--- src/pig_pkg.sv ---
// primitive index generator: shared types, constants and the grid table
// used by the controller, the datapath and the top level; no dependencies
`default_nettype none

package pig_pkg;

    // batch capacities and polygon limit, widened to hold sums without wrap
    localparam logic [16:0] VERTEX_CAPACITY = 17'd4096;
    localparam logic [16:0] INDEX_CAPACITY  = 17'd8192;
    localparam logic [6:0]  POLY_LIMIT      = 7'd64;

    // grid of 3x3 vertices as 8 triangles
    localparam int unsigned GRID_TRIS   = 8;
    localparam logic [3:0]  GRID_VERTS  = 4'd9;
    localparam logic [4:0]  GRID_INDEXS = 5'd24;

    // input command codes; code 7 is unused
    typedef enum logic [2:0] {
        MODE_FAN         = 3'd0,
        MODE_STRIP       = 3'd1,
        MODE_LINE        = 3'd2,
        MODE_GRID        = 3'd3,
        MODE_INDEXED_FAN = 3'd4,
        MODE_FLUSH_TRI   = 3'd5,
        MODE_FLUSH_LINE  = 3'd6
    } t_mode;

    // result kinds
    typedef enum logic [1:0] {
        KIND_TRIANGLE = 2'd0,
        KIND_LINE     = 2'd1,
        KIND_REPORT   = 2'd2,
        KIND_ERROR    = 2'd3
    } t_kind;

    // how the emit sequence builds each word
    typedef enum logic [1:0] {
        OP_SINGLE = 2'd0,
        OP_FAN    = 2'd1,
        OP_STRIP  = 2'd2,
        OP_GRID   = 2'd3
    } t_op;

    // indexed fan progress
    typedef enum logic [1:0] {
        FAN_CLOSED = 2'd0,
        FAN_BASE   = 2'd1,
        FAN_OPEN   = 2'd2
    } t_fan;

    // controller states
    typedef enum logic [1:0] {
        S_IDLE = 2'd0,
        S_EVAL = 2'd1,
        S_EMIT = 2'd2
    } t_state;

    // controller to datapath
    typedef struct packed {
        logic load;
        logic eval;
        logic emit;
    } t_cmd;

    // datapath to controller
    typedef struct packed {
        logic has_result;
        logic last;
    } t_sts;

    localparam logic [3:0] GRID_TAB [24] = '{
        4'd0, 4'd1, 4'd3,  4'd1, 4'd4, 4'd3,  4'd1, 4'd2, 4'd4,  4'd2, 4'd5, 4'd4,
        4'd3, 4'd4, 4'd6,  4'd4, 4'd7, 4'd6,  4'd4, 4'd5, 4'd7,  4'd5, 4'd8, 4'd7
    };

    // local vertex of corner j of grid triangle k
    function automatic logic [3:0] grid_idx(input logic [2:0] k, input logic [1:0] j);
        logic [4:0] idx;
        idx = 5'({k, 1'b0}) + 5'(k) + 5'(j);
        return GRID_TAB[idx];
    endfunction

endpackage

`default_nettype wire

--- src/pig_in_if.sv ---
// input channel of the primitive index generator: valid, ready and one command word
// no dependencies
`default_nettype none

interface pig_in_if;
    logic        valid;
    logic        ready;
    logic [2:0]  mode;
    logic [6:0]  vertex_count;
    logic [15:0] index_offset;
    logic [7:0]  local_index;
    logic        first_of_list;

    modport source (
        output valid, mode, vertex_count, index_offset, local_index, first_of_list,
        input  ready
    );
    modport sink (
        input  valid, mode, vertex_count, index_offset, local_index, first_of_list,
        output ready
    );
endinterface

`default_nettype wire

--- src/pig_out_if.sv ---
// result channel of the primitive index generator: valid, ready and one result word
// no dependencies
`default_nettype none

interface pig_out_if;
    logic        valid;
    logic        ready;
    logic [1:0]  kind;
    logic [15:0] index_a;
    logic [15:0] index_b;
    logic [15:0] index_c;
    logic [15:0] write_position;
    logic [15:0] vertex_total;
    logic        last;

    modport source (
        output valid, kind, index_a, index_b, index_c, write_position,
               vertex_total, last,
        input  ready
    );
    modport sink (
        input  valid, kind, index_a, index_b, index_c, write_position,
               vertex_total, last,
        output ready
    );
endinterface

`default_nettype wire

--- src/pig_ctrl.sv ---
// controller of the primitive index generator: accept, evaluate, emit sequence
// and the result valid flag; depends on pig_pkg
`default_nettype none

module pig_ctrl import pig_pkg::*; (
    input  wire logic i_clk,
    input  wire logic i_rst_n,
    input  wire logic i_in_valid,
    output logic      o_in_ready,
    output logic      o_out_valid,
    input  wire logic i_out_ready,
    output t_cmd      o_cmd,
    input  wire t_sts i_sts
);

    t_state r_state, n_state;
    logic   r_out_valid, n_out_valid;
    logic   slot_free;

    // state and result valid registers
    always_ff @(posedge i_clk) begin
        if (!i_rst_n) begin
            r_state     <= S_IDLE;
            r_out_valid <= 1'b0;
        end else begin
            r_state     <= n_state;
            r_out_valid <= n_out_valid;
        end
    end

    assign slot_free = !r_out_valid || i_out_ready;

    // next state and commands
    always_comb begin
        n_state     = r_state;
        o_cmd       = '0;
        o_in_ready  = 1'b0;
        n_out_valid = r_out_valid && !i_out_ready;
        case (r_state)
            S_IDLE: begin
                o_in_ready = 1'b1;
                if (i_in_valid) begin
                    o_cmd.load = 1'b1;
                    n_state    = S_EVAL;
                end
            end
            S_EVAL: begin
                o_cmd.eval = 1'b1;
                n_state    = i_sts.has_result ? S_EMIT : S_IDLE;
            end
            S_EMIT: begin
                if (slot_free) begin
                    o_cmd.emit  = 1'b1;
                    n_out_valid = 1'b1;
                    if (i_sts.last) begin
                        n_state = S_IDLE;
                    end
                end
            end
            default: begin
                n_state = S_IDLE;
            end
        endcase
    end

    assign o_out_valid = r_out_valid;

`ifndef SYNTHESIS
    // a word is never loaded over one that is still waiting
    a_emit_slot: assert property (@(posedge i_clk) disable iff (!i_rst_n)
        o_cmd.emit |-> (!r_out_valid || i_out_ready))
        else $error("result word overwritten while stalled");

    // an accepted command is evaluated in the next cycle
    a_accept_eval: assert property (@(posedge i_clk) disable iff (!i_rst_n)
        (i_in_valid && o_in_ready) |=> (r_state == S_EVAL))
        else $error("accepted command not evaluated");

    // the last word of a command ends the emit sequence
    a_last_idle: assert property (@(posedge i_clk) disable iff (!i_rst_n)
        (o_cmd.emit && i_sts.last) |=> (r_state == S_IDLE && r_out_valid))
        else $error("emit sequence did not close on last word");
`endif

endmodule

`default_nettype wire

--- src/pig_dpath.sv ---
// datapath of the primitive index generator: batch counters, indexed fan state,
// capacity checks and the result word register; depends on pig_pkg
`default_nettype none

module pig_dpath import pig_pkg::*; (
    input  wire logic        i_clk,
    input  wire logic        i_rst_n,
    input  wire t_cmd        i_cmd,
    output t_sts             o_sts,
    input  wire logic [2:0]  i_mode,
    input  wire logic [6:0]  i_vertex_count,
    input  wire logic [15:0] i_index_offset,
    input  wire logic [7:0]  i_local_index,
    input  wire logic        i_first_of_list,
    output logic [1:0]       o_kind,
    output logic [15:0]      o_index_a,
    output logic [15:0]      o_index_b,
    output logic [15:0]      o_index_c,
    output logic [15:0]      o_write_position,
    output logic [15:0]      o_vertex_total,
    output logic             o_last
);

    // captured command word
    t_mode       r_mode;
    logic [6:0]  r_n;
    logic [15:0] r_off;
    logic [7:0]  r_loc;
    logic        r_first;

    // batch and indexed fan state
    logic [15:0] r_tri_v, n_tri_v;
    logic [15:0] r_tri_ix, n_tri_ix;
    logic [15:0] r_line_v, n_line_v;
    logic [15:0] r_line_ix, n_line_ix;
    logic [15:0] r_fan_base, n_fan_base;
    logic [15:0] r_fan_prev, n_fan_prev;
    t_fan        r_fan_seen, n_fan_seen;

    // emit sequence
    t_op         r_op;
    logic [5:0]  r_count;
    logic [5:0]  r_k;
    logic [15:0] r_v;
    logic [15:0] r_vk;
    logic [15:0] r_wp;
    t_kind       r_s_kind;
    logic [15:0] r_s_a, r_s_b, r_s_c, r_s_wp, r_s_vt;

    // result word
    logic [1:0]  r_kind;
    logic [15:0] r_a, r_b, r_c, r_out_wp, r_out_vt;
    logic        r_last;

    // next result word
    logic [1:0]  w_kind;
    logic [15:0] w_a, w_b, w_c, w_wp, w_vt;

    // evaluation results
    t_op         e_op;
    logic [5:0]  e_count;
    t_kind       e_kind;
    logic [15:0] e_a, e_b, e_c, e_wp, e_vt;
    logic [6:0]  tris;
    logic [8:0]  idx_add;
    logic        poly_fit, grid_fit, line_fit, ifan_fit;
    logic [15:0] cur;

    // capture the accepted command
    always_ff @(posedge i_clk) begin
        if (i_cmd.load) begin
            r_mode  <= t_mode'(i_mode);
            r_n     <= i_vertex_count;
            r_off   <= i_index_offset;
            r_loc   <= i_local_index;
            r_first <= i_first_of_list;
        end
    end

    // capacity checks against the counts before the command
    always_comb begin
        tris     = (r_n >= 7'd3) ? (r_n - 7'd2) : 7'd0;
        idx_add  = {1'b0, tris, 1'b0} + {2'b00, tris};
        poly_fit = (({1'b0, r_tri_v} + 17'(r_n)) <= VERTEX_CAPACITY) &&
                   (({1'b0, r_tri_ix} + 17'(idx_add)) <= INDEX_CAPACITY);
        grid_fit = (({1'b0, r_tri_v} + 17'(GRID_VERTS)) <= VERTEX_CAPACITY) &&
                   (({1'b0, r_tri_ix} + 17'(GRID_INDEXS)) <= INDEX_CAPACITY);
        line_fit = (({1'b0, r_line_v} + 17'd2) <= VERTEX_CAPACITY) &&
                   (({1'b0, r_line_ix} + 17'd2) <= INDEX_CAPACITY);
        ifan_fit = (({1'b0, r_tri_ix} + 17'd3) <= INDEX_CAPACITY);
        cur      = r_off + 16'(r_loc);
    end

    // decide what the command does; errors change no state
    always_comb begin
        e_op       = OP_SINGLE;
        e_count    = 6'd0;
        e_kind     = KIND_ERROR;
        e_a        = '0;
        e_b        = '0;
        e_c        = '0;
        e_wp       = '0;
        e_vt       = '0;
        n_tri_v    = r_tri_v;
        n_tri_ix   = r_tri_ix;
        n_line_v   = r_line_v;
        n_line_ix  = r_line_ix;
        n_fan_base = r_fan_base;
        n_fan_prev = r_fan_prev;
        n_fan_seen = r_fan_seen;
        case (r_mode)
            MODE_FAN, MODE_STRIP: begin
                if (r_n > POLY_LIMIT || !poly_fit) begin
                    e_count = 6'd1;
                end else begin
                    e_op     = (r_mode == MODE_FAN) ? OP_FAN : OP_STRIP;
                    e_count  = tris[5:0];
                    n_tri_v  = r_tri_v + 16'(r_n);
                    n_tri_ix = r_tri_ix + 16'(idx_add);
                end
            end
            MODE_LINE: begin
                e_count = 6'd1;
                if (line_fit) begin
                    e_kind    = KIND_LINE;
                    e_a       = r_line_v;
                    e_b       = r_line_v + 16'd1;
                    e_wp      = r_line_ix;
                    n_line_v  = r_line_v + 16'd2;
                    n_line_ix = r_line_ix + 16'd2;
                end
            end
            MODE_GRID: begin
                e_count = 6'd1;
                if (grid_fit) begin
                    e_op     = OP_GRID;
                    e_count  = 6'(GRID_TRIS);
                    n_tri_v  = r_tri_v + 16'(GRID_VERTS);
                    n_tri_ix = r_tri_ix + 16'(GRID_INDEXS);
                end
            end
            MODE_INDEXED_FAN: begin
                if (r_first) begin
                    n_fan_base = cur;
                    n_fan_seen = FAN_BASE;
                end else if (r_fan_seen == FAN_BASE) begin
                    n_fan_prev = cur;
                    n_fan_seen = FAN_OPEN;
                end else if (r_fan_seen != FAN_CLOSED) begin
                    e_count = 6'd1;
                    if (ifan_fit) begin
                        e_kind     = KIND_TRIANGLE;
                        e_a        = r_fan_base;
                        e_b        = r_fan_prev;
                        e_c        = cur;
                        e_wp       = r_tri_ix;
                        n_fan_prev = cur;
                        n_tri_ix   = r_tri_ix + 16'd3;
                    end
                end
            end
            MODE_FLUSH_TRI: begin
                e_count  = 6'd1;
                e_kind   = KIND_REPORT;
                e_wp     = r_tri_ix;
                e_vt     = r_tri_v;
                n_tri_v  = '0;
                n_tri_ix = '0;
            end
            MODE_FLUSH_LINE: begin
                e_count   = 6'd1;
                e_kind    = KIND_REPORT;
                e_wp      = r_line_ix;
                e_vt      = r_line_v;
                n_line_v  = '0;
                n_line_ix = '0;
            end
            default: begin
                e_count = 6'd0;
            end
        endcase
    end

    // batch and indexed fan state
    always_ff @(posedge i_clk) begin
        if (!i_rst_n) begin
            r_tri_v    <= '0;
            r_tri_ix   <= '0;
            r_line_v   <= '0;
            r_line_ix  <= '0;
            r_fan_base <= '0;
            r_fan_prev <= '0;
            r_fan_seen <= FAN_CLOSED;
        end else if (i_cmd.eval) begin
            r_tri_v    <= n_tri_v;
            r_tri_ix   <= n_tri_ix;
            r_line_v   <= n_line_v;
            r_line_ix  <= n_line_ix;
            r_fan_base <= n_fan_base;
            r_fan_prev <= n_fan_prev;
            r_fan_seen <= n_fan_seen;
        end
    end

    // emit sequence setup and stepping
    always_ff @(posedge i_clk) begin
        if (i_cmd.eval) begin
            r_op     <= e_op;
            r_count  <= e_count;
            r_k      <= '0;
            r_v      <= r_tri_v;
            r_vk     <= r_tri_v;
            r_wp     <= r_tri_ix;
            r_s_kind <= e_kind;
            r_s_a    <= e_a;
            r_s_b    <= e_b;
            r_s_c    <= e_c;
            r_s_wp   <= e_wp;
            r_s_vt   <= e_vt;
        end else if (i_cmd.emit) begin
            r_k  <= r_k + 6'd1;
            r_vk <= r_vk + 16'd1;
            r_wp <= r_wp + 16'd3;
        end
    end

    assign o_sts.has_result = (e_count != 6'd0);
    assign o_sts.last       = (r_k == (r_count - 6'd1));

    // build the next word from the emit step
    always_comb begin
        w_kind = KIND_TRIANGLE;
        w_a    = r_s_a;
        w_b    = r_s_b;
        w_c    = r_s_c;
        w_wp   = r_wp;
        w_vt   = '0;
        case (r_op)
            OP_FAN: begin
                w_a = r_v;
                w_b = r_vk + 16'd1;
                w_c = r_vk + 16'd2;
            end
            OP_STRIP: begin
                if (r_k[0]) begin
                    w_a = r_vk + 16'd2;
                    w_b = r_vk + 16'd1;
                    w_c = r_vk;
                end else begin
                    w_a = r_vk;
                    w_b = r_vk + 16'd1;
                    w_c = r_vk + 16'd2;
                end
            end
            OP_GRID: begin
                w_a = r_v + 16'(grid_idx(r_k[2:0], 2'd0));
                w_b = r_v + 16'(grid_idx(r_k[2:0], 2'd1));
                w_c = r_v + 16'(grid_idx(r_k[2:0], 2'd2));
            end
            default: begin
                w_kind = r_s_kind;
                w_wp   = r_s_wp;
                w_vt   = r_s_vt;
            end
        endcase
    end

    // result word register, one word per emit
    always_ff @(posedge i_clk) begin
        if (i_cmd.emit) begin
            r_last   <= o_sts.last;
            r_kind   <= w_kind;
            r_a      <= w_a;
            r_b      <= w_b;
            r_c      <= w_c;
            r_out_wp <= w_wp;
            r_out_vt <= w_vt;
        end
    end

    assign o_kind           = r_kind;
    assign o_index_a        = r_a;
    assign o_index_b        = r_b;
    assign o_index_c        = r_c;
    assign o_write_position = r_out_wp;
    assign o_vertex_total   = r_out_vt;
    assign o_last           = r_last;

`ifndef SYNTHESIS
    // an evaluation never asks for more words than a polygon can give
    a_count_range: assert property (@(posedge i_clk) disable iff (!i_rst_n)
        i_cmd.eval |-> (e_count <= 6'd62))
        else $error("result count out of range");

    // the step counter never runs past the result count
    a_step_range: assert property (@(posedge i_clk) disable iff (!i_rst_n)
        i_cmd.emit |-> (r_k < r_count))
        else $error("emit past last result");

    // an error word leaves the batch counters untouched
    a_error_hold: assert property (@(posedge i_clk) disable iff (!i_rst_n)
        (i_cmd.eval && e_op == OP_SINGLE && e_kind == KIND_ERROR && e_count != 6'd0)
        |=> ($stable(r_tri_v) && $stable(r_tri_ix) && $stable(r_line_v)
             && $stable(r_line_ix)))
        else $error("counters changed on capacity error");
`endif

endmodule

`default_nettype wire

--- src/primitive_index_generator.sv ---
// Primitive index generator top level: turns fan, strip, line, grid, indexed fan and
// flush commands into triangle-list and line-list index words and report/error words.
// Channels: i_item (sink) takes one command word per valid/ready handshake; o_res
// (source) gives result words, each with last set on the final word of a command.
// Sequence: a command is taken, evaluated in the next cycle, and its result words
// then leave at one word per cycle while the receiver does not stall; no new command
// is taken until the last word of the current one is emitted, or until evaluation
// ends for a command with no result. The first word is written into the output
// register in the emit state, once the output slot is free.
// Ready on i_item is high while the controller is idle, also while the last word of
// the previous command still waits in the output register.
// When the receiver stalls, the word holds in the output register and the emit
// sequence pauses; nothing is dropped.
// Reset (synchronous, active low) clears all batch counts, the indexed fan state and
// the output valid flag; no clearing pass is needed.
// depends on pig_pkg, pig_in_if, pig_out_if, pig_ctrl and pig_dpath
`default_nettype none

module primitive_index_generator import pig_pkg::*; (
    input  wire logic i_clk,
    input  wire logic i_rst_n,
    pig_in_if.sink    i_item,
    pig_out_if.source o_res
);

    t_cmd cmd;
    t_sts sts;
    logic in_ready;
    logic out_valid;

    // sequencing
    pig_ctrl u_ctrl (
        .i_clk       (i_clk),
        .i_rst_n     (i_rst_n),
        .i_in_valid  (i_item.valid),
        .o_in_ready  (in_ready),
        .o_out_valid (out_valid),
        .i_out_ready (o_res.ready),
        .o_cmd       (cmd),
        .i_sts       (sts)
    );

    // counters, checks and result word
    pig_dpath u_dpath (
        .i_clk            (i_clk),
        .i_rst_n          (i_rst_n),
        .i_cmd            (cmd),
        .o_sts            (sts),
        .i_mode           (i_item.mode),
        .i_vertex_count   (i_item.vertex_count),
        .i_index_offset   (i_item.index_offset),
        .i_local_index    (i_item.local_index),
        .i_first_of_list  (i_item.first_of_list),
        .o_kind           (o_res.kind),
        .o_index_a        (o_res.index_a),
        .o_index_b        (o_res.index_b),
        .o_index_c        (o_res.index_c),
        .o_write_position (o_res.write_position),
        .o_vertex_total   (o_res.vertex_total),
        .o_last           (o_res.last)
    );

    assign i_item.ready = in_ready;
    assign o_res.valid  = out_valid;

endmodule

`default_nettype wire
--- src/flat_wrapper.sv ---
// flat-port wrapper written by rule: the top's interface ports become plain ports
module primitive_index_generator_flat import pig_pkg::*;
  (i_clk, i_rst_n, i_item_valid, i_item_mode, i_item_vertex_count, i_item_index_offset, i_item_local_index, i_item_first_of_list, i_item_ready, o_res_valid, o_res_kind, o_res_index_a, o_res_index_b, o_res_index_c, o_res_write_position, o_res_vertex_total, o_res_last, o_res_ready);
  pig_in_if i_item_i ();
  pig_out_if o_res_i ();
  input  wire logic i_clk;
  input  wire logic i_rst_n;
  input wire logic [$bits(i_item_i.valid)-1:0] i_item_valid;
  input wire logic [$bits(i_item_i.mode)-1:0] i_item_mode;
  input wire logic [$bits(i_item_i.vertex_count)-1:0] i_item_vertex_count;
  input wire logic [$bits(i_item_i.index_offset)-1:0] i_item_index_offset;
  input wire logic [$bits(i_item_i.local_index)-1:0] i_item_local_index;
  input wire logic [$bits(i_item_i.first_of_list)-1:0] i_item_first_of_list;
  output wire logic [$bits(i_item_i.ready)-1:0] i_item_ready;
  output wire logic [$bits(o_res_i.valid)-1:0] o_res_valid;
  output wire logic [$bits(o_res_i.kind)-1:0] o_res_kind;
  output wire logic [$bits(o_res_i.index_a)-1:0] o_res_index_a;
  output wire logic [$bits(o_res_i.index_b)-1:0] o_res_index_b;
  output wire logic [$bits(o_res_i.index_c)-1:0] o_res_index_c;
  output wire logic [$bits(o_res_i.write_position)-1:0] o_res_write_position;
  output wire logic [$bits(o_res_i.vertex_total)-1:0] o_res_vertex_total;
  output wire logic [$bits(o_res_i.last)-1:0] o_res_last;
  input wire logic [$bits(o_res_i.ready)-1:0] o_res_ready;
  assign i_item_i.valid = i_item_valid;
  assign i_item_i.mode = i_item_mode;
  assign i_item_i.vertex_count = i_item_vertex_count;
  assign i_item_i.index_offset = i_item_index_offset;
  assign i_item_i.local_index = i_item_local_index;
  assign i_item_i.first_of_list = i_item_first_of_list;
  assign i_item_ready = i_item_i.ready;
  assign o_res_valid = o_res_i.valid;
  assign o_res_kind = o_res_i.kind;
  assign o_res_index_a = o_res_i.index_a;
  assign o_res_index_b = o_res_i.index_b;
  assign o_res_index_c = o_res_i.index_c;
  assign o_res_write_position = o_res_i.write_position;
  assign o_res_vertex_total = o_res_i.vertex_total;
  assign o_res_last = o_res_i.last;
  assign o_res_i.ready = o_res_ready;
  primitive_index_generator u_core (.i_clk(i_clk), .i_rst_n(i_rst_n), .i_item(i_item_i), .o_res(o_res_i));
endmodule
--- config.mk ---
export PLATFORM = sky130hd
export DESIGN_NAME = primitive_index_generator_flat
export DESIGN_NICKNAME = d
export VERILOG_FILES = /design/src/pig_pkg.sv /design/src/pig_in_if.sv /design/src/pig_out_if.sv /design/src/pig_ctrl.sv /design/src/pig_dpath.sv /design/src/primitive_index_generator.sv /design/src/flat_wrapper.sv
export SDC_FILE = /design/constraint.sdc
export NUM_CORES = 1
export LEC_CHECK = 0
export ABC_AREA = 1
export BUFFER_PORTS_ARGS = -buffer_cell sky130_fd_sc_hd__buf_2
export CORE_MARGIN = 1
export CORE_UTILIZATION = 51
export DETAILED_ROUTE_END_ITERATION = 8
export PLACE_DENSITY = 0.69
export SETUP_SLACK_MARGIN = 0.15
export SKIP_LAST_GASP = 1
export SLEW_MARGIN = 25
export SYNTH_ARGS = -nofsm -noshare
export SYNTH_HDL_FRONTEND = slang
export SYNTH_SLANG_ARGS = --single-unit
--- constraint.sdc ---
create_clock -name i_clk -period 13.31 [get_ports i_clk]
set_clock_uncertainty 0.2 [all_clocks]
set_input_delay 1.331 -clock i_clk [delete_from_list [all_inputs] [get_ports i_clk]]
set_output_delay 1.331 -clock i_clk [all_outputs]
set_load 0.005 [all_outputs]
**Word-level counts from Yosys, hierarchy flattened**

Memory sizes are Yosys's and may differ from the RTL's.
Cells that the tools add are included.
Widths: inputs -> output; s select.

- Memories kept: 3
- Bits of input ports: 39
- Logic and storage cells: 224
- Register bits: 363
- Bits in read-only memories: 384

Memories:

| name | depth | bits a word | rd ports | clocked after memory_dff | write ports | line | RTL |
|---|---|---|---|---|---|---|---|
| (name not given) | 32 | 4 | 1 | 0 | 0 | pig_pkg.sv:80 | `return GRID_TAB[idx];` |
| (name not given) | 32 | 4 | 1 | 0 | 0 | pig_pkg.sv:80 |  |
| (name not given) | 32 | 4 | 1 | 0 | 0 | pig_pkg.sv:80 |  |

- Reduce and logical (&&, ||, !) cells: 33
- Bitwise operators: 7
- Equality and inequality tests: 23
- Add/sub/neg operators: 29
- Magnitude comparators: 12
- Muxes and demuxes: 84

Operators by type and width:

| operator | number |
|---|---|
| $mux 16 | 35 |
| $pmux 16 s2 | 6 |
| $pmux 16 s3 | 3 |
| $pmux 16 s4 | 2 |
| $add 16x2->16 const B | 5 |
| $le 17x14->1 const B | 4 |
| $add 16x2->17 const B | 3 |
| $le 17x13->1 const B | 3 |
| $add 16x4->16 | 3 |
| $add 16x1->16 const B | 2 |
| $mux 2 | 14 |
| $mux 4 | 7 |
| $pmux 6 s4 | 1 |
| $ge 6x6->1 const B | 3 |
| $ne 2x2->1 const B | 9 |
| $not 5->6 | 3 |
| $add 16x4->17 const B | 1 |
| $add 16x5->17 const B | 1 |
| $add 16x7->17 | 1 |
| $add 16x9->17 | 1 |
| $add 16x4->16 const B | 1 |
| $add 16x5->16 const B | 1 |
| $add 16x7->16 | 1 |
| $add 16x8->16 | 1 |
| 39 further kinds | 77 |

**Longest topological paths before layout**

Gate-level depths: netlist (run 1).

- Depth after elaboration: 13
- Mapped depth: 38

**Cells and area by module**

Synthesis (run 1) repeated with hierarchy kept, for this count alone.

- Cells, all modules: 2852
- Area total of the unflattened synthesis: 22283.9 um^2

By module, submodules not included:

| module | times used | cells each | area an instance (um^2) |
|---|---|---|---|
| pig_dpath | 1 | 2832 | 22150.0 |
| pig_ctrl | 1 | 20 | 133.9 |

**Worst setup path before layout (run 1)**

No wires, ideal clock.

- Kind: input-to-reg
- Start point: input o_res_ready
- End point: register u_core.u_dpath.r_vk[0] (enable)
- Library setup time: 390 ps
- Buffers on the path: 0
- Path slack: 6500 ps
- Arrival: 6220 ps
- Data required time: 12720 ps
- Stages: 4
- Cell sequence: nor2_1 nor2_1 inv_1 nand2_1

RTL lines:

| what | line | RTL |
|---|---|---|
| start, declared | flat_wrapper.sv:23 | `input wire logic [$bits(o_res_i.ready)-1:0] o_res_ready;` |
| end signal, assigned | pig_dpath.sv:212 | `r_vk <= r_tri_v;` |
| end signal, assigned | pig_dpath.sv:222 | `r_vk <= r_vk + 16'd1;` |
| end, declared | pig_dpath.sv:45 | `logic [15:0] r_vk;` |

**Worst setup path in the final report (run 1)**

- Start point: register u_core.u_dpath.r_n[2]
- End point: register u_core.u_dpath.r_tri_ix[6]

- Longest elaborated chain between the ends: 10

Ends and longest elaborated chain:

| what | line | RTL |
|---|---|---|
| start, declared | pig_dpath.sv:26 | `logic [6:0] r_n;` |
| start signal, assigned | pig_dpath.sv:73 | `r_n <= i_vertex_count;` |
| $sub 7x2->7 or $ge 7x2->1 (tied branches) | pig_dpath.sv:82 | `tris = (r_n >= 7'd3) ? (r_n - 7'd2) : 7'd0;` |
| $mux 7 | pig_dpath.sv:82 |  |
| $add 8x7->9 | pig_dpath.sv:83 | `idx_add = {1'b0, tris, 1'b0} + {2'b00, tris};` |
| $add 16x9->17 | pig_dpath.sv:85 | `(({1'b0, r_tri_ix} + 17'(idx_add)) <= INDEX_CAPACITY);` |
| $le 17x14->1 | pig_dpath.sv:85 |  |
| $logic_and 1x1->1 | pig_dpath.sv:84 | `poly_fit = (({1'b0, r_tri_v} + 17'(r_n)) <= VERTEX_CAPACITY) &&` |
| $logic_not 1->1 | pig_dpath.sv:113 | `if (r_n > POLY_LIMIT \|\| !poly_fit) begin` |
| $logic_or 1x1->1 | pig_dpath.sv:113 |  |
| $ne 2x2->1 (no line) | n/a |  |
| $reduce_and 8->1 (no line) | n/a |  |
| end signal, assigned | pig_dpath.sv:196 | `r_tri_ix <= n_tri_ix;` |
| end, declared | pig_dpath.sv:33 | `logic [15:0] r_tri_ix, n_tri_ix;` |

Parallel ways exist; a longest one is shown, timed or not. The select of a mux whose other input is x is not followed.
A chain may end at the register's enable or synchronous reset.

==> metrics.md, run 1 <==
| Metric | Value |
|---|---|
| Cell area after layout | `24,540 um^2` |
| WL per Instance | `19.59 um` |
| Port Buf Inserts | `between 100 and 150` |
| Placed instance area | `roughly 23,000 um^2` |
| Cell Pwr Density | `between 100 and 150 nW/um^2` |
| Period minus WS final | `about 5.5 ns` |
| Die span in x | `210.8 um` |
| Worst skew pair latency | `around 0.57 ns` |
| Failing checks | `DRC` |
| # Max-Cap Violations | `0` |
| Crit path DAT | `5.81 ns` |
| Unrepaired setup endpoints after global routing | `no` |
| Hold Path Class | `reg2reg` |
| Syn Inst Count | `around 2,800` |
| Fin nets | `between 3,000 and 4,000` |
| Chip Height | `210.8 um` |
| First-pass GRT wire length | `approximately 110,000 um` |
| Hold Buf Count CTS | `0` |
| Worst hold stages | `2` |
| Reg-to-reg endpoint | `u_core.u_dpath.r_tri_ix[6]` |
| Period utilization | `41.44%` |
| Status | `finished with violations` |
| Flop2flop setup slack | `7.79 ns` |
| Final ANT Viol Nets | `0` |
| Worst Path Class, Setup | `reg2reg` |
| F_max | `~180 MHz` |
| Final Wtd Congestion | `0.9843` |
| Slew HR | `31.76%` |
| Via density | `roughly 5.6` |
| Peak supply drop | `just over 0.08 mV` |
| Commonest non-fill, non-tap cell in the layout | `nand2_1` |
| Clock transition at path regs | `around 0.07 ns` |
| Post_cts resized | `0` |
| Routed wire length | `between 60,000 and 70,000 um` |
| Core ar. | `approximately 43,000 um^2` |
| Leak | `10.29 nW` |
| Yosys cell types | `67` |
| Leading cell types in the layout, fill and taps excluded | `nand2_1, inv_1, nor2_1, edfxtp_1, o21ai_0` |
| Post-CTS setup buffers | `0` |
| Crit Path Max Fanout | `24` |
| Die area | `44,420 um^2` |
| Via count | `19,950` |
| Fillers | `4,049` |
| Dpl hpwl | `a little over 50,000 um` |
| Async SR Flop Fraction | `0%` |
| Top_reg_cell synth | `edfxtp_1` |
| Cell count of the worst reg-to-reg path | `34` |
| Yosys Warn Count | `0` |
| CP startpoint kind | `flip-flop` |
| Drc violations | `1` |
| CTS tree | `built` |
| Dpl cells | `3,465` |
| Clk buf depth | `3` |
| Synth Area per Inst | `roughly 8 um^2` |
| DR pass1 iterations | `9` |
| Share of cells above drive strength 1 | `9.048%` |
| Row cnt | `76` |
| Critical Path Most Common Cell | `nand2_1` |
| Post-synth net total | `2,969` |
| Global route total overflow | `0` |
| Kind of end point of the critical path | `flip-flop` |
| HP Start | `u_core.u_dpath.r_line_ix[14]` |
| Antenna violations before repair | `1` |
| Top Ports | `between 100 and 150` |
| CTS root buf | `clkbuf_16` |
| Final setup fails | `0` |
| Total GRT Usage | `31.11%` |
| Clk sinks | `between 300 and 400` |
| Slowest-stage cell, CP | `edfxtp_1` |
| TNS Setup | `0 ns` |
| Max Slew Vio Count | `0` |
| Seq cells post-synth | `361` |
| Critical R2R Launch | `u_core.u_dpath.r_n[2]` |
| Worst EP required | `between 10 and 15 ns` |
| Post-synth EDFFs | `256` |
| Sequential area share after synthesis | `44.05%` |
| DRT iter0 DRCs | `1,974` |
| H-tree depth | `2` |
| WHS Endpoint | `u_core.u_dpath.r_line_ix[14]` |
| Worst-margin pin slew | `1.024 ns` |
| Largest net degree at the start of global routing | `74` |
| Initial cell density of the core | `between 50% and 60%` |
| Layout area overhead | `10.40%` |
| CTS buffer count | `39` |
| Post-Syn Area | `22,230 um^2` |
| Fin. Hold Viols | `0` |
| Largest stage delay on the critical path | `0.42 ns` |
| Non-Filler Instances | `3,537` |
| Number of global-route vias before repair | `approximately 19,000` |
Yosys cell counts, drive strengths merged (5+ instances only):
cell type / n / area share (%)
nand2: 647 / 11
inv: 382 / 6.5
nor2: 332 / 5.8
edfxtp: 256 / 35
o21ai: 215 / 4.9
nand3: 183 / 4.3
a21oi: 148 / 3.4
dfxtp: 105 / 9.5
xor2: 98 / 3.9
ha: 82 / 4.6
clkbuf: 69 / 1.2
o22ai: 60 / 1.7
nor3: 53 / 1.3
nand4: 27 / 0.76
a31oi: 25 / 0.70
buf: 25 / 0.82
o211ai: 15 / 0.51
xnor2: 15 / 0.59
or2: 12 / 0.34
fa: 10 / 0.90
nor4: 10 / 0.31
o31ai: 10 / 0.34
nand3b: 8 / 0.33
clkinv: 5 / 0.084
o21bai: 5 / 0.17
o221ai: 5 / 0.20
registers in the layout (all words and copies together) (netlist names), 7 cells and up:
register / count
u_core.u_dpath.o_index_a: 16
u_core.u_dpath.o_index_b: 16
u_core.u_dpath.o_index_c: 16
u_core.u_dpath.o_vertex_total: 16
u_core.u_dpath.o_write_position: 16
u_core.u_dpath.r_fan_base: 16
u_core.u_dpath.r_fan_prev: 16
u_core.u_dpath.r_off: 16
u_core.u_dpath.r_s_a: 16
u_core.u_dpath.r_s_b: 16
u_core.u_dpath.r_s_c: 16
u_core.u_dpath.r_s_vt: 16
u_core.u_dpath.r_s_wp: 16
u_core.u_dpath.r_tri_ix: 16
u_core.u_dpath.r_tri_v: 16
u_core.u_dpath.r_v: 16
u_core.u_dpath.r_vk: 16
u_core.u_dpath.r_wp: 16
u_core.u_dpath.r_line_ix: 15
u_core.u_dpath.r_line_v: 15
u_core.u_dpath.r_loc: 8
u_core.u_dpath.r_n: 7
worst max path at each step:
stage | end | from | slack (ns)
6_report | u_core.u_dpath.r_tri_ix[6] | u_core.u_dpath.r_n[2] | 7.79
5_1_grt | u_core.u_dpath.r_tri_ix[3] | u_core.u_dpath.r_n[2] | 7.14
4_1_cts | u_core.u_dpath.r_tri_ix[9] | u_core.u_dpath.r_n[2] | 7.84
3_5_place_dp | u_core.u_dpath.r_tri_v[7] | u_core.u_dpath.r_n[2] | 7.88
3_3_place_gp | u_core.u_dpath.r_tri_ix[12] | u_core.u_dpath.r_n[2] | 8.09
2_1_floorplan | u_core.u_dpath.r_vk[0] | o_res_ready | 6.50
where the power goes:
| group | total (mW) | internal [mW] | switching (mW) | leakage, nW |
|---|---|---|---|---|
| Combinational | 0.816 | 0.265 | 0.551 | 6.41 |
| Sequential | 1.33 | 1.28 | 0.0526 | 3.27 |
| Clock | 1.09 | 0.629 | 0.465 | 0.612 |
| Total | 3.24 | 2.17 | 1.07 | 10.3 |
worst max-delay path: cells and delay by family (launching register included):
kind / cells / cell delay (ns)
DFF: 1 / 0.42
xor gates and xnor gates: 1 / 0.17
and+or+nand+nor: 23 / 2.93
AOI/OAI and AO/OA: 2 / 0.28
buffers and inverters: 4 / 0.35
adders and majority gates: 4 / 1.10
area by class of cell:
type                    count  area, um^2  area share (%)
repair buffers            138       728.2           2.968
clock inverters            18       172.7          0.7037
diodes                      1       2.502         0.01020
flip-flops and latches    361        9789           39.90
well taps                 585       732.0           2.983
clock buffers              53        1110           4.523
multi-input cells        1994       10550           42.98
inverters                 387        1458           5.941
routing by layer:
| layer | track usage [%] | part of all wire, % | vias to the layer above |
|---|---|---|---|
| li1 | - | - | 9611 |
| met5 | 0 | 0 | - |
| met4 | 9.820 | 2.9 | 0 |
| met3 | 4.118 | 7.6 | 110 |
| met1 | 41.54 | 42 | 9399 |
| met2 | 52.30 | 48 | 834 |
logic make-up (layout without fill, tap and decap cells):
logic type	count (synthesis)	count (layout)	share of synthesized area [%]
xor gates and xnor gates	113	113	4.453
AOI/OAI and AO/OA	507	507	12.80
buffers and inverters	483	596	8.636
muxes	2	2	0.09008
adders and majority gates	92	92	5.517
DFF	361	361	44.05
other	0	1	0
and+or+nand+nor	1280	1280	24.46
through the flow:
step	hold WS [ns]	utilization, %	power, mW	worst slack [ns]
floorplan	0.2029	-	1.908	6.500
global placement	0.2281	54.08	2.137	8.086
detailed placement	0.2374	54.08	2.156	7.876
CTS	0.2476	57.06	3.243	7.842
global route	0.2685	57.08	3.403	7.141
finish	0.2466	57.09	3.242	7.795
(Power assumes the default switching activity.)
==> inputs of run 2 (changes only) <==
--- a/config.mk
+++ b/config.mk
@@ -10,7 +10,7 @@
 export CORE_MARGIN = 1
 export CORE_UTILIZATION = 51
 export DETAILED_ROUTE_END_ITERATION = 8
-export PLACE_DENSITY = 0.69
+export PLACE_DENSITY = 0.71
 export SETUP_SLACK_MARGIN = 0.15
 export SKIP_LAST_GASP = 1
 export SLEW_MARGIN = 25
==> constraint.sdc (replaced) <==
create_clock -name i_clk -period 4.9 [get_ports i_clk]
set_clock_uncertainty 0.2 [all_clocks]
set_input_delay 0.49 -clock i_clk [delete_from_list [all_inputs] [get_ports i_clk]]
set_output_delay 0.49 -clock i_clk [all_outputs]
set_load 0.005 [all_outputs]
==> run 2 against run 1 <==
  * The flow finishes with violations (setup timing)
  * Global-route usage increased by 0.45 points
  * Sequential share of layout area decreased by 2.3 points
  * Critical path depth rose by 2
  * Maximum frequency rose by 11%
  * First-iteration DRC count fell by 10%
  * Critical path type unchanged
  * Largest power group unchanged
==> metrics.md, run 2 (same netlist as run 1, synthesis figures left out) <==
| Metric | Value |
|---|---|
| Status | `finished with violations` |
| Failing checks | `setup timing` |
| Fin nets | `3,163 (+3.6%)` |
| Final setup fails | `23 (+23)` |
| Core ar. | `42,980 um^2 (unchanged)` |
| Hold Path Class | `in2reg` |
| Share of cells above drive strength 1 | `13.90% (+4.9 points)` |
| N_diodes | `0 (-1)` |
| Row cnt | `76 (unchanged)` |
| Multi-input logic area | `10,950 um^2 (+3.8%)` |
| Clock transition at path regs | `0.06 ns (about the same)` |
| H-tree depth | `2 (unchanged)` |
| Worst-margin pin slew | `1.058 ns (+0.03407 ns)` |
| Antenna violations before repair | `1 (unchanged)` |
| Pre-CTS WS | `-0.1410 ns (-8.017 ns)` |
| Unrepaired setup endpoints after global routing | `yes` |
| Initial cell density of the core | `51.71% (unchanged)` |
| Peak supply drop | `0.2587 mV (+220%)` |
| Via count | `20,570 (+3.1%)` |
| Routed wire length | `70,450 um (+1.7%)` |
| CP startpoint kind | `flip-flop` |
| Largest stage delay on the critical path | `0.43 ns (about the same)` |
| Total GRT Usage | `31.56% (+0.45 points)` |
| Clk buf depth | `3 (unchanged)` |
| Net load switching power | `3.033 mW (+180%)` |
| Clk sinks | `361 (unchanged)` |
| Global route total overflow | `0 (unchanged)` |
| Die area | `44,420 um^2 (unchanged)` |
| Kind of end point of the critical path | `flip-flop` |
| Register area | `9789 um^2 (unchanged)` |
| Chip Height | `210.8 um (unchanged)` |
| Slowest-stage cell, CP | `edfxtp_1` |
| Leading cell types in the layout, fill and taps excluded | `nand2_1, inv_1, nor2_1, edfxtp_1, o21ai_0` |
| Fillers | `3,839 (-5.2%)` |
| Switch share | `32.23% (-0.72 points)` |
| Final Wtd Congestion | `0.9947 (+1.1%)` |
| Layout area overhead | `17.13%` |
| Post-route setup slack | `-0.06888 ns (-7.863 ns)` |
| Period minus WS final | `4.969 ns (-0.5466 ns)` |
| Die span in x | `210.8 um (unchanged)` |
| Drc violations | `0 (-1)` |
| Placed instance area | `23,680 um^2 (+1.9%)` |
| First-pass GRT wire length | `108,700 um (+2.2%)` |
| Sequential Power Share | `38.3% (-2.8 points)` |
| Max Slew Vio Count | `0 (unchanged)` |
| Commonest non-fill, non-tap cell in the layout | `nand2_1` |
| # Max-Cap Violations | `0 (unchanged)` |
| Cell Pwr Density | `361.4 nW/um^2 (+170%)` |
| Final Util | `60.57% (+3.5 points)` |
| F_max | `201.3 MHz (+11%)` |
| DRT iter0 DRCs | `1,769 (-10%)` |
| Final ANT Viol Nets | `0 (unchanged)` |
| Period utilization | `101.4% (+60 points)` |
| Worst skew pair latency | `0.58 ns (about the same)` |
| Slew HR | `29.49% (-2.3 points)` |
| Dpl hpwl | `51,600 um (+0.44%)` |
| Largest net degree at the start of global routing | `71 (-4.1%)` |
| Top Ports | `124 (unchanged)` |
| CTS buffer count | `40 (+2.6%)` |
| CTS tree | `built` |
| Internal power consumption | `6.376 mW (+190%)` |
| Worst EP required | `5.19 ns (-8.42 ns)` |
| Port Buf Inserts | `123 (unchanged)` |
| Fin. Hold Viols | `0 (unchanged)` |
| DR pass1 iterations | `5 (-4)` |
| Clock power frac | `34.5% (+0.8 points)` |
| Leak | `10.99 nW (+6.8%)` |
| TNS Setup | `-0.5411 ns (-0.5411 ns)` |
| Via density | `5.638 (about the same)` |
| Cell area after layout | `26,030 um^2 (+6.1%)` |
| Number of global-route vias before repair | `19,580 (+4.1%)` |
| CTS root buf | `clkbuf_16` |
| WHS | `0.06267 ns (-0.1839 ns)` |
| WL per Instance | `19.31 um (-1.4%)` |
| Combinational Power Share | `27.2% (+2.0 points)` |
| Worst Path Class, Setup | `reg2reg` |
| Crit path DAT | `5.26 ns (-0.55 ns)` |
| Crit Path Max Fanout | `8 (-67%)` |
[run 2: cell count changes in the layout (fill, tap and decap cells not counted), moves of 9 or more]
cell,change
inv_2,+10
nand2_1,-13
nand2_2,+9
buf_4,+68
nor2_2,+11
inv_1,-10
nor2_1,-17
dlygate4sd3_1,+36
[run 2: worst max-delay path: cells and delay by family, from the launching register on]
| kind | cells | cell delay, ns |
|---|---|---|
| adder cells (fa/ha/maj) | 3 | 0.85 |
| XOR/XNOR | 1 | 0.21 |
| flip-flops | 1 | 0.43 |
| buffers and inverters | 7 | 0.60 |
| AO/OA/AOI/OAI | 3 | 0.39 |
| AND/OR/NAND/NOR | 22 | 2.18 |
[run 2: path summary, 6_finish.rpt]
check                               startpoint                      endpoint  slack (ns)  cells after the start
setup / recovery         u_core.u_dpath.r_n[5]    u_core.u_dpath.r_tri_v[12]       -0.07                     36
hold / removal                     o_res_ready     u_core.u_ctrl.o_out_valid        0.06                      4
setup reg to reg         u_core.u_dpath.r_n[5]    u_core.u_dpath.r_tri_v[12]       -0.07                     36
hold reg to reg   u_core.u_dpath.r_fan_prev[0]  u_core.u_dpath.r_fan_prev[0]        0.25                      2
[run 2: stage by stage]
step	cells	total power, mW
floorplan	2838	5.181
global placement	3519	5.885
detailed placement	3519	5.922
CTS	3640	9.244
global route	3649	9.831
finish	3649	9.408
[run 2: metal layers]
metal | vias to the layer above | global-route usage (%) | wire [um]
li1 | 9810 | - | -
met1 | 9785 | 40.97 | 29300
met2 | 806 | 52.62 | 33380
met3 | 171 | 3.940 | 4473
met4 | 2 | 14.42 | 3294
met5 | - | 0 | 13
[run 2: what timing repair did]
action,4_1_cts,5_1_grt
hold endpoints to repair,36,0
setup buffers,11,9
resized for setup,31,78
pin swaps,14,40
hold buffers,36,0
setup endpoints to repair,42,54
[run 2: final cells by class]
cell class / count / share of cell area [%]
Clock inverter: 17 / 1.048
Timing Repair Buffer: 248 / 6.469
Clock buffer: 57 / 4.407
Inverter: 387 / 5.599
Tap cell: 585 / 2.812
Multi-Input combinational cell: 1994 / 42.06
Sequential cell: 361 / 37.60
[run 2: power groups by stage]
stage	Clock, mW	Sequential [mW]	Combinational [mW]
6_report	3.25	3.60	2.55
5_1_grt	3.39	3.62	2.83
4_1_cts	3.29	3.60	2.36
3_3_place_gp	0	3.66	2.23
3_5_place_dp	0	3.66	2.26
2_1_floorplan	0	3.64	1.55
